File: src/hw/rtl/zone_bitmap_allocator_core_macros.svh
// Assertion macros for the zone bitmap allocator.
// Each macro expects clk_i and rst_ni to be visible where it is used.
`ifndef ZONE_BITMAP_ALLOCATOR_CORE_MACROS_SVH
`define ZONE_BITMAP_ALLOCATOR_CORE_MACROS_SVH
`ifndef SYNTHESIS
`define ZBA_ASSERT_NOW(lbl, ante, cons) \
  lbl: assert property (@(posedge clk_i) disable iff (!rst_ni) (ante) |-> (cons)) \
    else $error("zba: same-cycle check failed");
`define ZBA_ASSERT_NEXT(lbl, ante, cons) \
  lbl: assert property (@(posedge clk_i) disable iff (!rst_ni) (ante) |=> (cons)) \
    else $error("zba: next-cycle check failed");
`else
`define ZBA_ASSERT_NOW(lbl, ante, cons)
`define ZBA_ASSERT_NEXT(lbl, ante, cons)
`endif
`endif

File: src/hw/rtl/zba_pkg.sv
package zba_pkg;

  localparam int MAP_WORDS = 256;
  localparam int WORD_BITS = 16;
  localparam int ADDR_W    = $clog2(MAP_WORDS);
  localparam int BIT_W     = $clog2(WORD_BITS);
  localparam int CAPACITY  = MAP_WORDS * WORD_BITS;
  localparam int ZBIT_W    = ADDR_W + BIT_W;     // bit number inside the map
  localparam int CAP_W     = $clog2(CAPACITY + 1);
  localparam int ZONE_W    = 20;

  typedef enum logic [1:0] {
    KIND_ALLOC = 2'd0,
    KIND_FREE  = 2'd1,
    KIND_LOAD  = 2'd2
  } kind_e;

  typedef enum logic [1:0] {
    ST_OK        = 2'd0,
    ST_NO_SPACE  = 2'd1,
    ST_FREE_IDLE = 2'd2,
    ST_FREE_OOR  = 2'd3
  } status_e;

  typedef enum logic {
    CFG_FIRST_DATA_ZONE = 1'b0,
    CFG_ZONE_COUNT      = 1'b1
  } cfg_idx_e;

  // One write port and one read port of the bitmap memory.
  typedef struct packed {
    logic                 we;
    logic [ADDR_W-1:0]    waddr;
    logic [WORD_BITS-1:0] wdata;
    logic [ADDR_W-1:0]    raddr;
  } mem_req_t;

  // Returns {found, index} of the lowest clear bit of a word.
  function automatic logic [BIT_W:0] lowest_clear(logic [WORD_BITS-1:0] v);
    logic [BIT_W-1:0] idx;
    logic             found;
    idx   = '0;
    found = 1'b0;
    for (int i = WORD_BITS - 1; i >= 0; i--) begin
      if (!v[i]) begin
        idx   = BIT_W'(i);
        found = 1'b1;
      end
    end
    return {found, idx};
  endfunction

endpackage

File: src/hw/rtl/zone_bitmap_allocator_core.sv
// Next-fit zone allocator over a free-zone bitmap of 256 words of 16 bits, held in one
// synchronous RAM with one read and one write port. Bitmap bit b stands for zone
// first_data_zone - 1 + b; a set bit means used, and bit zero is never handed out. Each
// input word is a load (writes one bitmap word), an allocate (scans the words in a circle
// from the word that holds the origin and takes the lowest usable clear bit) or a free
// (clears a bit and lowers the search hint); each gives exactly one result word. Items are
// handled one at a time. A load or an unknown kind goes straight to its result, a free reads
// its word and then clears the bit (a zone out of range is ignored), and an allocate passes
// over up to 255 words before the hit or the end of the circle. The scan is bounded by
// the RAM read port, which delivers one word per cycle.
// A finished result sits in an output register, so the next item is taken while it waits.
// Configuration writes are always ready and must only be issued while the block is idle.
// After reset the bitmap reads as all free without any clearing pass.
`include "zone_bitmap_allocator_core_macros.svh"

module zone_bitmap_allocator_core
  import zba_pkg::*;
(
  input  logic              clk_i,
  input  logic              rst_ni,
  // Item channel
  input  logic              in_valid_i,
  output logic              in_stall_o,
  input  logic [1:0]        kind_i,
  input  logic [ZONE_W-1:0] zone_i,
  input  logic [7:0]        word_index_i,
  input  logic [15:0]       word_data_i,
  // Result channel
  output logic              out_valid_o,
  input  logic              out_stall_i,
  output logic [ZONE_W-1:0] result_zone_o,
  output logic [1:0]        status_o,
  // Configuration write channel
  input  logic              cfg_valid_i,
  output logic              cfg_ready_o,
  input  logic              cfg_index_i,
  input  logic [ZONE_W-1:0] cfg_data_i
);

  typedef enum logic [2:0] {
    S_IDLE,
    S_ORIGIN,
    S_SCAN,
    S_FREE_CHK,
    S_DONE
  } state_e;

  state_e               state_q;
  logic [ZONE_W-1:0]    fdz_q, zcnt_q;
  logic [CAP_W-1:0]     hint_q;
  logic [CAP_W-1:0]     lim_q;
  logic [1:0]           kind_q;
  logic [ZONE_W-1:0]    zone_q;
  logic [ADDR_W-1:0]    wrd_q;
  logic [ADDR_W-1:0]    cnt_q;
  logic [ZBIT_W-1:0]    bit_q;
  logic                 use_hint_q;
  logic [ZONE_W-1:0]    res_zone_q;
  status_e              res_st_q;
  logic                 out_valid_q;
  logic [ZONE_W-1:0]    out_zone_q;
  status_e              out_st_q;

  mem_req_t             mem_req;
  logic [WORD_BITS-1:0] rdata;

  logic                 in_acc;
  logic                 out_free;

  // Map size, clamped to [0, CAPACITY]; captured when an item is accepted.
  logic [ZONE_W+1:0]    lim_raw;
  logic [CAP_W-1:0]     lim_d;

  // Allocate origin and free bit, evaluated in S_ORIGIN.
  logic                 use_hint;
  logic [ZONE_W+1:0]    org_raw;
  logic                 org_ok;
  logic [ADDR_W-1:0]    start_w;
  logic [ZONE_W:0]      fbit;
  logic                 free_oor;

  // Word check during the scan.
  logic [WORD_BITS-1:0] scan_v;
  logic [BIT_W:0]       lc;
  logic [ZBIT_W-1:0]    hit_b;
  logic                 hit;
  logic [WORD_BITS-1:0] hit_mask;
  logic [WORD_BITS-1:0] free_mask;
  logic                 free_set;

  assign in_acc      = in_valid_i && !in_stall_o;
  assign in_stall_o  = (state_q != S_IDLE);
  assign out_free    = !out_valid_q || !out_stall_i;
  assign cfg_ready_o = 1'b1;

  always_comb begin
    lim_raw = {2'b00, zcnt_q} + (ZONE_W + 2)'(1) - {2'b00, fdz_q};
    if (lim_raw[ZONE_W+1]) begin
      lim_d = '0;
    end else if (lim_raw > (ZONE_W + 2)'(CAPACITY)) begin
      lim_d = CAP_W'(CAPACITY);
    end else begin
      lim_d = lim_raw[CAP_W-1:0];
    end
  end

  always_comb begin
    use_hint = (zone_q == fdz_q);
    org_raw  = use_hint ? (ZONE_W + 2)'(hint_q)
                        : {2'b00, zone_q} + (ZONE_W + 2)'(1) - {2'b00, fdz_q};
    org_ok   = !org_raw[ZONE_W+1] && (org_raw < (ZONE_W + 2)'(lim_q));
    start_w  = org_ok ? org_raw[BIT_W +: ADDR_W] : '0;
    // A zone that passes the lower bound gives a non-negative bit number.
    fbit     = {1'b0, zone_q} + (ZONE_W + 1)'(1) - {1'b0, fdz_q};
    free_oor = (zone_q < fdz_q) || (zone_q >= zcnt_q) ||
               (fbit >= (ZONE_W + 1)'(CAPACITY));
  end

  always_comb begin
    scan_v    = rdata;
    // Bit zero of the map is the "no bit" code and is never allocated.
    if (wrd_q == '0) begin
      scan_v[0] = 1'b1;
    end
    lc        = lowest_clear(scan_v);
    hit_b     = {wrd_q, lc[BIT_W-1:0]};
    hit       = lc[BIT_W] && ((CAP_W)'(hit_b) < lim_q);
    hit_mask  = WORD_BITS'(1) << lc[BIT_W-1:0];
    free_mask = WORD_BITS'(1) << bit_q[BIT_W-1:0];
    free_set  = (rdata & free_mask) != '0;
  end

  // Memory port control.
  always_comb begin
    mem_req       = '0;
    mem_req.waddr = wrd_q;
    mem_req.raddr = wrd_q + ADDR_W'(1);
    case (state_q)
      S_IDLE: begin
        if (in_acc && kind_i == KIND_LOAD) begin
          mem_req.we    = 1'b1;
          mem_req.waddr = word_index_i[ADDR_W-1:0];
          mem_req.wdata = word_data_i[WORD_BITS-1:0];
        end
      end
      S_ORIGIN: begin
        mem_req.raddr = (kind_q == KIND_ALLOC) ? start_w : fbit[BIT_W +: ADDR_W];
      end
      S_SCAN: begin
        if (hit) begin
          mem_req.we    = 1'b1;
          mem_req.wdata = rdata | hit_mask;
        end
      end
      S_FREE_CHK: begin
        mem_req.waddr = bit_q[BIT_W +: ADDR_W];
        if (free_set) begin
          mem_req.we    = 1'b1;
          mem_req.wdata = rdata & ~free_mask;
        end
      end
      default: begin
      end
    endcase
  end

  zba_bitmap_store u_store (
    .clk_i   (clk_i),
    .rst_ni  (rst_ni),
    .req_i   (mem_req),
    .rdata_o (rdata)
  );

  // Configuration registers.
  always_ff @(posedge clk_i or negedge rst_ni) begin
    if (!rst_ni) begin
      fdz_q  <= ZONE_W'(1);
      zcnt_q <= ZONE_W'(4096);
    end else if (cfg_valid_i && cfg_ready_o) begin
      case (cfg_index_i)
        CFG_FIRST_DATA_ZONE: fdz_q  <= cfg_data_i;
        CFG_ZONE_COUNT:      zcnt_q <= cfg_data_i;
        default: begin
        end
      endcase
    end
  end

  // Sequencer, search hint and the output register.
  always_ff @(posedge clk_i or negedge rst_ni) begin
    if (!rst_ni) begin
      state_q     <= S_IDLE;
      hint_q      <= '0;
      lim_q       <= '0;
      kind_q      <= '0;
      zone_q      <= '0;
      wrd_q       <= '0;
      cnt_q       <= '0;
      bit_q       <= '0;
      use_hint_q  <= 1'b0;
      res_zone_q  <= '0;
      res_st_q    <= ST_OK;
      out_valid_q <= 1'b0;
      out_zone_q  <= '0;
      out_st_q    <= ST_OK;
    end else begin
      // In S_DONE the output register is reloaded below whenever it is free.
      if (out_valid_q && !out_stall_i && state_q != S_DONE) begin
        out_valid_q <= 1'b0;
      end
      case (state_q)
        S_IDLE: begin
          if (in_acc) begin
            kind_q     <= kind_i;
            zone_q     <= zone_i;
            lim_q      <= lim_d;
            res_zone_q <= '0;
            res_st_q   <= ST_OK;
            if (kind_i == KIND_ALLOC || kind_i == KIND_FREE) begin
              state_q <= S_ORIGIN;
            end else begin
              state_q <= S_DONE;
            end
          end
        end
        S_ORIGIN: begin
          use_hint_q <= use_hint;
          wrd_q      <= start_w;
          cnt_q      <= '0;
          bit_q      <= fbit[ZBIT_W-1:0];
          if (kind_q == KIND_ALLOC) begin
            state_q <= S_SCAN;
          end else if (free_oor) begin
            res_st_q <= ST_FREE_OOR;
            state_q  <= S_DONE;
          end else begin
            state_q <= S_FREE_CHK;
          end
        end
        S_SCAN: begin
          // The word for wrd_q arrives now; the next word's read is already issued.
          if (hit) begin
            res_zone_q <= fdz_q + ZONE_W'(hit_b) - ZONE_W'(1);
            if (use_hint_q) begin
              hint_q <= CAP_W'(hit_b);
            end
            state_q <= S_DONE;
          end else if (cnt_q == ADDR_W'(MAP_WORDS - 1)) begin
            res_st_q <= ST_NO_SPACE;
            state_q  <= S_DONE;
          end else begin
            wrd_q <= wrd_q + ADDR_W'(1);
            cnt_q <= cnt_q + ADDR_W'(1);
          end
        end
        S_FREE_CHK: begin
          if (!free_set) begin
            res_st_q <= ST_FREE_IDLE;
          end else if (CAP_W'(bit_q) < hint_q) begin
            hint_q <= CAP_W'(bit_q);
          end
          state_q <= S_DONE;
        end
        S_DONE: begin
          if (out_free) begin
            out_valid_q <= 1'b1;
            out_zone_q  <= res_zone_q;
            out_st_q    <= res_st_q;
            state_q     <= S_IDLE;
          end
        end
        default: begin
          state_q <= S_IDLE;
        end
      endcase
    end
  end

  assign out_valid_o   = out_valid_q;
  assign result_zone_o = out_zone_q;
  assign status_o      = out_st_q;

  // Every accepted item takes the block out of the idle state.
  `ZBA_ASSERT_NEXT(a_busy_after_accept, in_valid_i && !in_stall_o, state_q != S_IDLE)
  // Only a successful allocate reports a nonzero zone.
  `ZBA_ASSERT_NOW(a_zone_only_on_ok, out_valid_o && status_o != ST_OK, result_zone_o == '0)
  // The bitmap is never written while a result waits to be handed over.
  `ZBA_ASSERT_NOW(a_no_write_in_done, state_q == S_DONE, !mem_req.we)
  // A scan never runs longer than one full circle of the map.
  `ZBA_ASSERT_NEXT(a_scan_bounded,
                   state_q == S_SCAN && cnt_q == ADDR_W'(MAP_WORDS - 1),
                   state_q == S_DONE)

endmodule

File: src/hw/rtl/zba_bitmap_store.sv
module zba_bitmap_store
  import zba_pkg::*;
(
  input  logic                 clk_i,
  input  logic                 rst_ni,
  input  mem_req_t             req_i,
  output logic [WORD_BITS-1:0] rdata_o
);

  logic [WORD_BITS-1:0] mem [MAP_WORDS];
  logic [MAP_WORDS-1:0] vld_q;
  logic [WORD_BITS-1:0] rdata_q;
  logic                 rvld_q;

  // Payload array with a registered read.
  always_ff @(posedge clk_i) begin
    if (req_i.we) begin
      mem[req_i.waddr] <= req_i.wdata;
    end
    rdata_q <= mem[req_i.raddr];
  end

  // A word that was never written since reset reads as all free.
  always_ff @(posedge clk_i or negedge rst_ni) begin
    if (!rst_ni) begin
      vld_q  <= '0;
      rvld_q <= 1'b0;
    end else begin
      if (req_i.we) begin
        vld_q[req_i.waddr] <= 1'b1;
      end
      rvld_q <= vld_q[req_i.raddr];
    end
  end

  assign rdata_o = rvld_q ? rdata_q : '0;

endmodule

File: config.mk
export PLATFORM = sky130hd
export DESIGN_NAME = zone_bitmap_allocator_core
export DESIGN_NICKNAME = d
export VERILOG_FILES = /design/src/hw/rtl/zba_pkg.sv /design/src/hw/rtl/zone_bitmap_allocator_core.sv /design/src/hw/rtl/zba_bitmap_store.sv
export VERILOG_INCLUDE_DIRS = /design/src /design/src/hw/rtl
export SDC_FILE = /design/constraint.sdc
export NUM_CORES = 2
export LEC_CHECK = 0
export ABC_CLOCK_PERIOD_IN_PS = 16000
export BUFFER_PORTS_ARGS = -buffer_cell sky130_fd_sc_hd__buf_2
export CAP_MARGIN = 10
export CORE_UTILIZATION = 40
export DETAILED_ROUTE_END_ITERATION = 10
export PLACE_DENSITY = 0.6
export SYNTH_ARGS = -nofsm -noshare
export SYNTH_HDL_FRONTEND = slang
export SYNTH_SLANG_ARGS = --single-unit
File: constraint.sdc
create_clock -name clk_i -period 16 [get_ports clk_i]
set_clock_uncertainty 0.05 [all_clocks]
set_input_delay 3.2 -clock clk_i [delete_from_list [all_inputs] [get_ports clk_i]]
set_output_delay 3.2 -clock clk_i [all_outputs]
set_load 0.01 [all_outputs]
# Yosys cells after proc, flatten, opt, wreduce, memory -nomap -nowiden
# Memory sizes are Yosys's and may differ from the RTL's. A register that Yosys moved wholly into a read port is not among the register bits.
# Index checks and enable logic that the tools add are counted.
[word_totals] latch_bits=0 ff_bits=422 mem_count=1 inputBits=72 rom_bits=0 ram_bits=4096
[classes] order_cmp=10 shifts=2 n_div=0 n_mux=86 bitwise=6 n_reduce_logical=34 mul=0 n_eq_ne=22 add_sub_neg=10
[memory_table] memory="u_store.mem" words=256 word_bits=16 rd=1 rd_clocked_by_memory_dff=1 write_ports=1 line_no="zba_bitmap_store.sv:10" rtl="logic [WORD_BITS-1:0] mem [MAP_WORDS];"
[op_table] op="256-bit OR" n=1
[op_table] op="13-bit 2-to-1 mux" n=6
[op_table] op="4-bit 2-to-1 mux" n=16
[op_table] op="20-bit by 1-bit adder with 21-bit output, second input constant" n=3
[op_table] op="8-bit 2-to-1 mux" n=7
[op_table] op="16-bit 2-to-1 mux" n=3
[op_table] op="16-bit one-hot mux with 3 select lines" n=1
[op_table] op="8-bit one-hot mux with 2 select lines" n=3
[op_table] op="21-bit by 20-bit subtractor with 22-bit output" n=2
[op_table] op="20-bit 2-to-1 mux" n=2
[op_table] op="20-bit one-hot mux with 2 select lines" n=1
[op_table] op="16-bit AND" n=2
[op_table] op="1-bit by 4-bit left shift with 16-bit output, first input constant" n=2
[op_table] op="12-bit by 13-bit less-than comparator with 1-bit output" n=2
[op_table] op="1-bit 2-to-1 mux" n=26
[op_table] op="13-bit one-hot mux with 2 select lines" n=1
[op_table] op="25-bit 2-to-1 mux" n=1
[op_table] op="2-bit inequality test, second input constant" n=12
[op_table] op="22-bit by 13-bit > comparator with 1-bit output, second input constant" n=1
[op_table] op="22-bit by 13-bit less-than comparator with 1-bit output" n=1
[op_table] op="22-bit 2-to-1 mux" n=1
[op_table] op="21-bit by 13-bit greater-or-equal comparator with 1-bit output, second input constant" n=1
[op_table] op="3-bit 2-to-1 mux" n=7
[op_table] op="21-bit by 20-bit subtractor with 21-bit output" n=1
[op_table] op="other kinds (38)" n=67

# Longest topological paths before layout
[logic_depth] ltp_word=23 depth_mapped=33 ltp_nobuf=28

# Modules after synthesis
# A second synthesis with hierarchy kept.
[hier_totals] hier_cells=9694 hier_area_um2=182393.7
[by_module_without_submodules] mod="zba_bitmap_store" seq_area_each_um2=129749.4 area_each_um2=168824.4 cells_each=8098 n_inst=1
[by_module_without_submodules] mod="zone_bitmap_allocator_core" seq_area_each_um2=4106.4 area_each_um2=13569.3 cells_each=1596 n_inst=1

# Worst setup path after synthesis
# No wires, ideal clock.
[synth_timing] kind="register -> register" from="reg u_store.rvld_q" to="mem u_store.mem[0][0] (data pin)" path_stages_with_launch=15 n_path_buf=2 required_ps=13763 synth_period_minus_slack_ps=14800 setup_ps=2187 setup_slack_ps=1200 arrival_ps=12562 path_cell_list="dfrtp_1 -> clkbuf_1 -> nand3_1 -> a31oi_1 -> o21bai_1 -> a31oi_1 -> and2_1 -> clkbuf_1 -> ha_1 -> o21ai_0 -> a31oi_1 -> o21ai_0 -> a21o_1 -> nand2_1 -> o21ai_0"
[synth_lines] item="start, declared" line_no="zba_bitmap_store.sv:13" rtl="logic rvld_q;"
[synth_lines] item="start signal, assigned" line_no="zba_bitmap_store.sv:32" rtl="rvld_q <= vld_q[req_i.raddr];"
[synth_lines] item="end, declared" line_no="zba_bitmap_store.sv:10"

# Final worst setup path
[layout_timing] from="reg fdz_q[1]" to="reg u_store.rdata_q[6], read port of u_store.mem"
[layout_via] elab_chain_cells=7
[layout_rtl] item="start, declared" line_no="zone_bitmap_allocator_core.sv:49" rtl="logic [ZONE_W-1:0] fdz_q, zcnt_q;"
[layout_rtl] item="start signal, assigned" line_no="zone_bitmap_allocator_core.sv:181" rtl="CFG_FIRST_DATA_ZONE: fdz_q <= cfg_data_i;"
[layout_rtl] item="21-bit by 20-bit subtractor with 22-bit output / 20-bit equality test (equally long branches)" line_no="zone_bitmap_allocator_core.sv:110, zone_bitmap_allocator_core.sv:108"
[layout_rtl] item="22-bit 2-to-1 mux" line_no="zone_bitmap_allocator_core.sv:109" rtl="org_raw = use_hint ? (ZONE_W + 2)'(hint_q)"
[layout_rtl] item="22-bit by 13-bit less-than comparator with 1-bit output / 1-bit zero test (equally long branches)" line_no="zone_bitmap_allocator_core.sv:111" rtl="org_ok = !org_raw[ZONE_W+1] && (org_raw < (ZONE_W + 2)'(lim_q));"
[layout_rtl] item="1-bit logical AND" line_no="zone_bitmap_allocator_core.sv:111"
[layout_rtl] item="8-bit 2-to-1 mux" line_no="zone_bitmap_allocator_core.sv:112" rtl="start_w = org_ok ? org_raw[BIT_W +: ADDR_W] : '0;"
[layout_rtl] item="8-bit 2-to-1 mux *" line_no="zone_bitmap_allocator_core.sv:147" rtl="mem_req.raddr = (kind_q == KIND_ALLOC) ? start_w : fbit[BIT_W +: ADDR_W];"
[layout_rtl] item="8-bit 2-to-1 mux *" line_no="zone_bitmap_allocator_core.sv:138" rtl="case (state_q)"
[layout_rtl] item="end, declared" line_no="zba_bitmap_store.sv:12" rtl="logic [WORD_BITS-1:0] rdata_q;"
# Every way passes the cells marked *; elsewhere a longest branch is shown, timed or not.
# A chain may end at the register's enable or synchronous reset.

==> metrics.md <==
| Metric | Value |
|---|---|
| Status | `complete, no violations` |
| Worst setup SP type | `register` |
| Core area | `446000 µm²` |
| CTS root buf | `clkbuf_16` |
| Complex-gate fraction of the synthesized area | `5.05%` |
| Final total power | `38.8 mW` |
| Hold Path End | `u_store.vld_q[112]$_DFFE_PN0P_` |
| Most used cell along the critical path | `inv_1` |
| Ports | `97` |
| Crit Path Class | `register to register` |
| Maximum root-to-sink buffer count | `4` |
| Setup_tns | `0 ns` |
| CP max stage cell | `nor4_1` |
| Multiplexer area fraction after synthesis | `14.0%` |
| Clk_lat worst skew | `1.03 ns` |
| Area Overhead vs Synth | `13.5%` |
| Synthesized cell area | `180000 µm²` |
| DR vias | `97700` |
| Type of the worst min-delay path | `register to register` |
| Slew margin rel. | `5.15%` |
| Postcts setup bufs | `0` |
| Total gr overflow | `0` |
| CTS resizes | `0` |
| Max Fclk | `97.6 MHz` |
| Final Hold Viols | `0` |
| Maximum vdd ir drop | `0.243 mV` |
| Initial Utilization | `40.3%` |
| CP arrival | `11.12 ns` |
| Sequential area share after synthesis | `74.6%` |
| Layout cells sized above 1 | `24.4%` |
| Post-DP HPWL | `330 mm` |
| Initial antenna violation count | `25` |
| Largest family of logic cells by synthesized area | `multiplexers` |
| TritonCTS clock tree | `done` |
| Final WL | `538 mm` |
| Pwr dens | `190 nW/µm²` |
| Fraction of registers with async set/reset | `9.29%` |
| Die Span X | `672 µm` |
| PortBufs | `95` |
| Least-Margin Pin Slew | `1.40 ns` |
| Reg clk slew, reported paths | `0.06 ns` |
| Die span in y | `672 µm` |
| GPL Wtd Cong | `0.896` |
| Mean Syn Cell Area | `19.5 µm²` |
| Most common cell after layout, fill and taps aside | `edfxtp_1` |
| CTS buffer count | `447` |
| Flop2flop setup slack | `5.75 ns` |
| Design area | `204000 µm²` |
| Synth Net Count | `9439` |
| Setup crit end kind | `register` |
| Post-synthesis simple-gate area fraction | `2.97%` |
| Min-delay src | `u_store.vld_q[112]$_DFFE_PN0P_` |
| Die area | `452000 µm²` |
| Min Tclk post-route | `10.25 ns` |
| Iter 0 DRT Violations | `13300` |
| Post-route ant nets | `0` |
| Ys flop type | `edfxtp_1` |
| Synth Area in Adders | `1.31%` |
| Max H-tree Level | `5` |
| Yosys reg bits | `4533` |
| CTS Hold Bufs | `0` |
| Hold depth | `1` |
| Final Max Tran Viols | `0` |
| Max_cap viols | `0` |
| FF+latch area | `134000 µm²` |
| YS warnings | `0` |
| GRT Total Usage | `23.4%` |
| TritonRoute pass-1 iters | `7` |
| Cell Rows | `245` |
| First-pass GRT wire length | `751 mm` |
| RSZ-0062 raised after global routing | `false` |
| Fin nets | `9929` |
| R2R Path Start | `fdz_q[1]$_DFFE_PN0P_` |
| CP max stage delay | `0.88 ns` |
| R2R Path End | `u_store.rdata_q[6]$_DFF_P_` |
| Crit-path max FO | `32` |
| Setup Viol. Count Final | `0` |
| Placed cell areas | `189000 µm²` |
| Multi-input gate area | `43100 µm²` |
| Worst reg-to-reg path cell count | `29` |
| Largest net degree at the start of global routing | `193` |
| Cells after Synth | `9187` |
| Leak | `67.0 nW` |
| Most frequent cells in the layout | `edfxtp_1, mux4_2, o22ai_1` |
| Final period utilization | `64.0%` |
| # DRC | `0` |
| Yosys cell types | `95` |
| Post-synthesis xor/xnor area fraction | `0.244%` |
| WL/cell | `33.7 µm` |
| WHS | `0.416 ns` |
| Routed vias/inst | `6.11` |
| Post-synth EDFFs | `4096` |
| Vias in the first global route | `95800` |
| Fillers | `37300` |
| Worst EP required | `16.87 ns` |
| Clock sink total | `4533` |
area by class of cell:
type	count	area share (%)
Tap cell	5928	3.64
Clock inverter	252	1.32
Clock buffer	561	5.77
Timing Repair Buffer	575	2.12
Antenna cell	9	0.0111
Multi-Input combinational cell	3947	21.1
Sequential cell	4533	65.7
Inverter	173	0.319
flip-flops by register name (all words and copies together) (netlist names):
name and count:
fdz_q 20, zcnt_q 20, state_q 3, u_store.vld_q 256
u_store.mem 4096, status_o 2, res_zone_q 20, res_st_q 2
cnt_q 8, wrd_q 8, lim_q 13, u_store.rdata_q 16
bit_q 12, result_zone_o 20, kind_q 2, use_hint_q 1
zone_q 20, u_store.rvld_q 1, out_valid_o 1, hint_q 12
cells by family after synthesis:
family / Yosys count
DFF: 4533
AOI/OAI and AO/OA: 1348
xor gates and xnor gates: 50
other: 1
muxes: 1209
adders and majority gates: 180
and+or+nand+nor: 1159
buffers and inverters: 707
through the flow:
step	instances	util [%]	worst slack, ns
floorplan	9187	-	1.20
global placement	15100	42.4	5.62
detailed placement	15200	42.4	5.89
CTS	16000	45.7	5.90
global route	16000	45.7	5.47
finish	16000	45.7	5.75
layer usage:
| metal | up-vias | share of wire [%] | GRT usage (%) |
|---|---|---|---|
| li1 | 38800 | - | - |
| met1 | 52600 | 40 | 32.8 |
| met2 | 5306 | 47 | 36.6 |
| met3 | 941 | 9.5 | 4.73 |
| met4 | 12 | 3.8 | 7.96 |
| met5 | - | 0.016 | 0 |
how the worst max path moves through the flow:
| stage | depth (start not counted) | end | startpoint |
|---|---|---|---|
| after floorplan | 14 | u_store.mem[0][0]$_DFFE_PP_ | u_store.rvld_q$_DFF_PN0_ |
| after global placement | 30 | u_store.rdata_q[2]$_DFF_P_ | fdz_q[1]$_DFFE_PN0P_ |
| after detailed placement | 29 | u_store.rdata_q[6]$_DFF_P_ | fdz_q[1]$_DFFE_PN0P_ |
| after CTS | 29 | u_store.rdata_q[6]$_DFF_P_ | fdz_q[1]$_DFFE_PN0P_ |
| after global routing | 29 | u_store.rdata_q[6]$_DFF_P_ | fdz_q[1]$_DFFE_PN0P_ |
| final | 29 | u_store.rdata_q[6]$_DFF_P_ | fdz_q[1]$_DFFE_PN0P_ |
synth_stat cells (10+ instances only):
cell	count	area [µm²]
edfxtp_1	4096	123000
mux4_2	1029	23200
o22ai_1	477	2980
nor2_1	441	1660
dfrtp_1	419	10500
nand2_1	288	1080
o21bai_1	273	2050
clkbuf_1	240	901
inv_1	173	649
ha_1	167	2090
buf_2	166	831
a21oi_1	159	796
nor4_1	132	826
o21ai_0	110	551
mux2i_1	95	951
buf_4	88	661
mux2_2	84	946
nand3_1	84	420
nor3_1	58	290
a31oi_1	48	300
a21o_1	42	315
xnor2_1	38	333
nand4_1	33	206
o221ai_1	24	210
buf_6	23	259
nand2b_1	21	131
nor2b_1	21	131
and3_1	20	125
o211ai_1	20	150
a22o_1	17	149
a22oi_1	17	128
and2_1	17	106
dfxtp_1	16	320
a311oi_1	14	123
buf_1	14	52.6
fa_1	13	260
xor2_1	12	105
a211oi_1	11	82.6
or2_2	11	68.8
a221oi_1	10	87.6
a32oi_1	10	87.6
where the power goes:
| part | leakage [nW] | switching, mW | internal (mW) | total [mW] |
|---|---|---|---|---|
| combinational | 16.2 | 9.18 | 5.51 | 14.7 |
| sequential | 43.8 | 0.277 | 13.4 | 13.7 |
| clock | 7.01 | 4.57 | 5.84 | 10.4 |
| total | 67.0 | 14.0 | 24.8 | 38.8 |
critical path: cells and delay by family (launching register included):
kind                     cells  cell delay (ns)
flip-flops                   1             0.39
AO/OA/AOI/OAI               10             3.11
buffers and inverters        6             1.44
adder cells (fa/ha/maj)      4             1.32
AND/OR/NAND/NOR              8             3.42
XOR/XNOR                     1             0.26
Power figures use the tool's default switching activity.
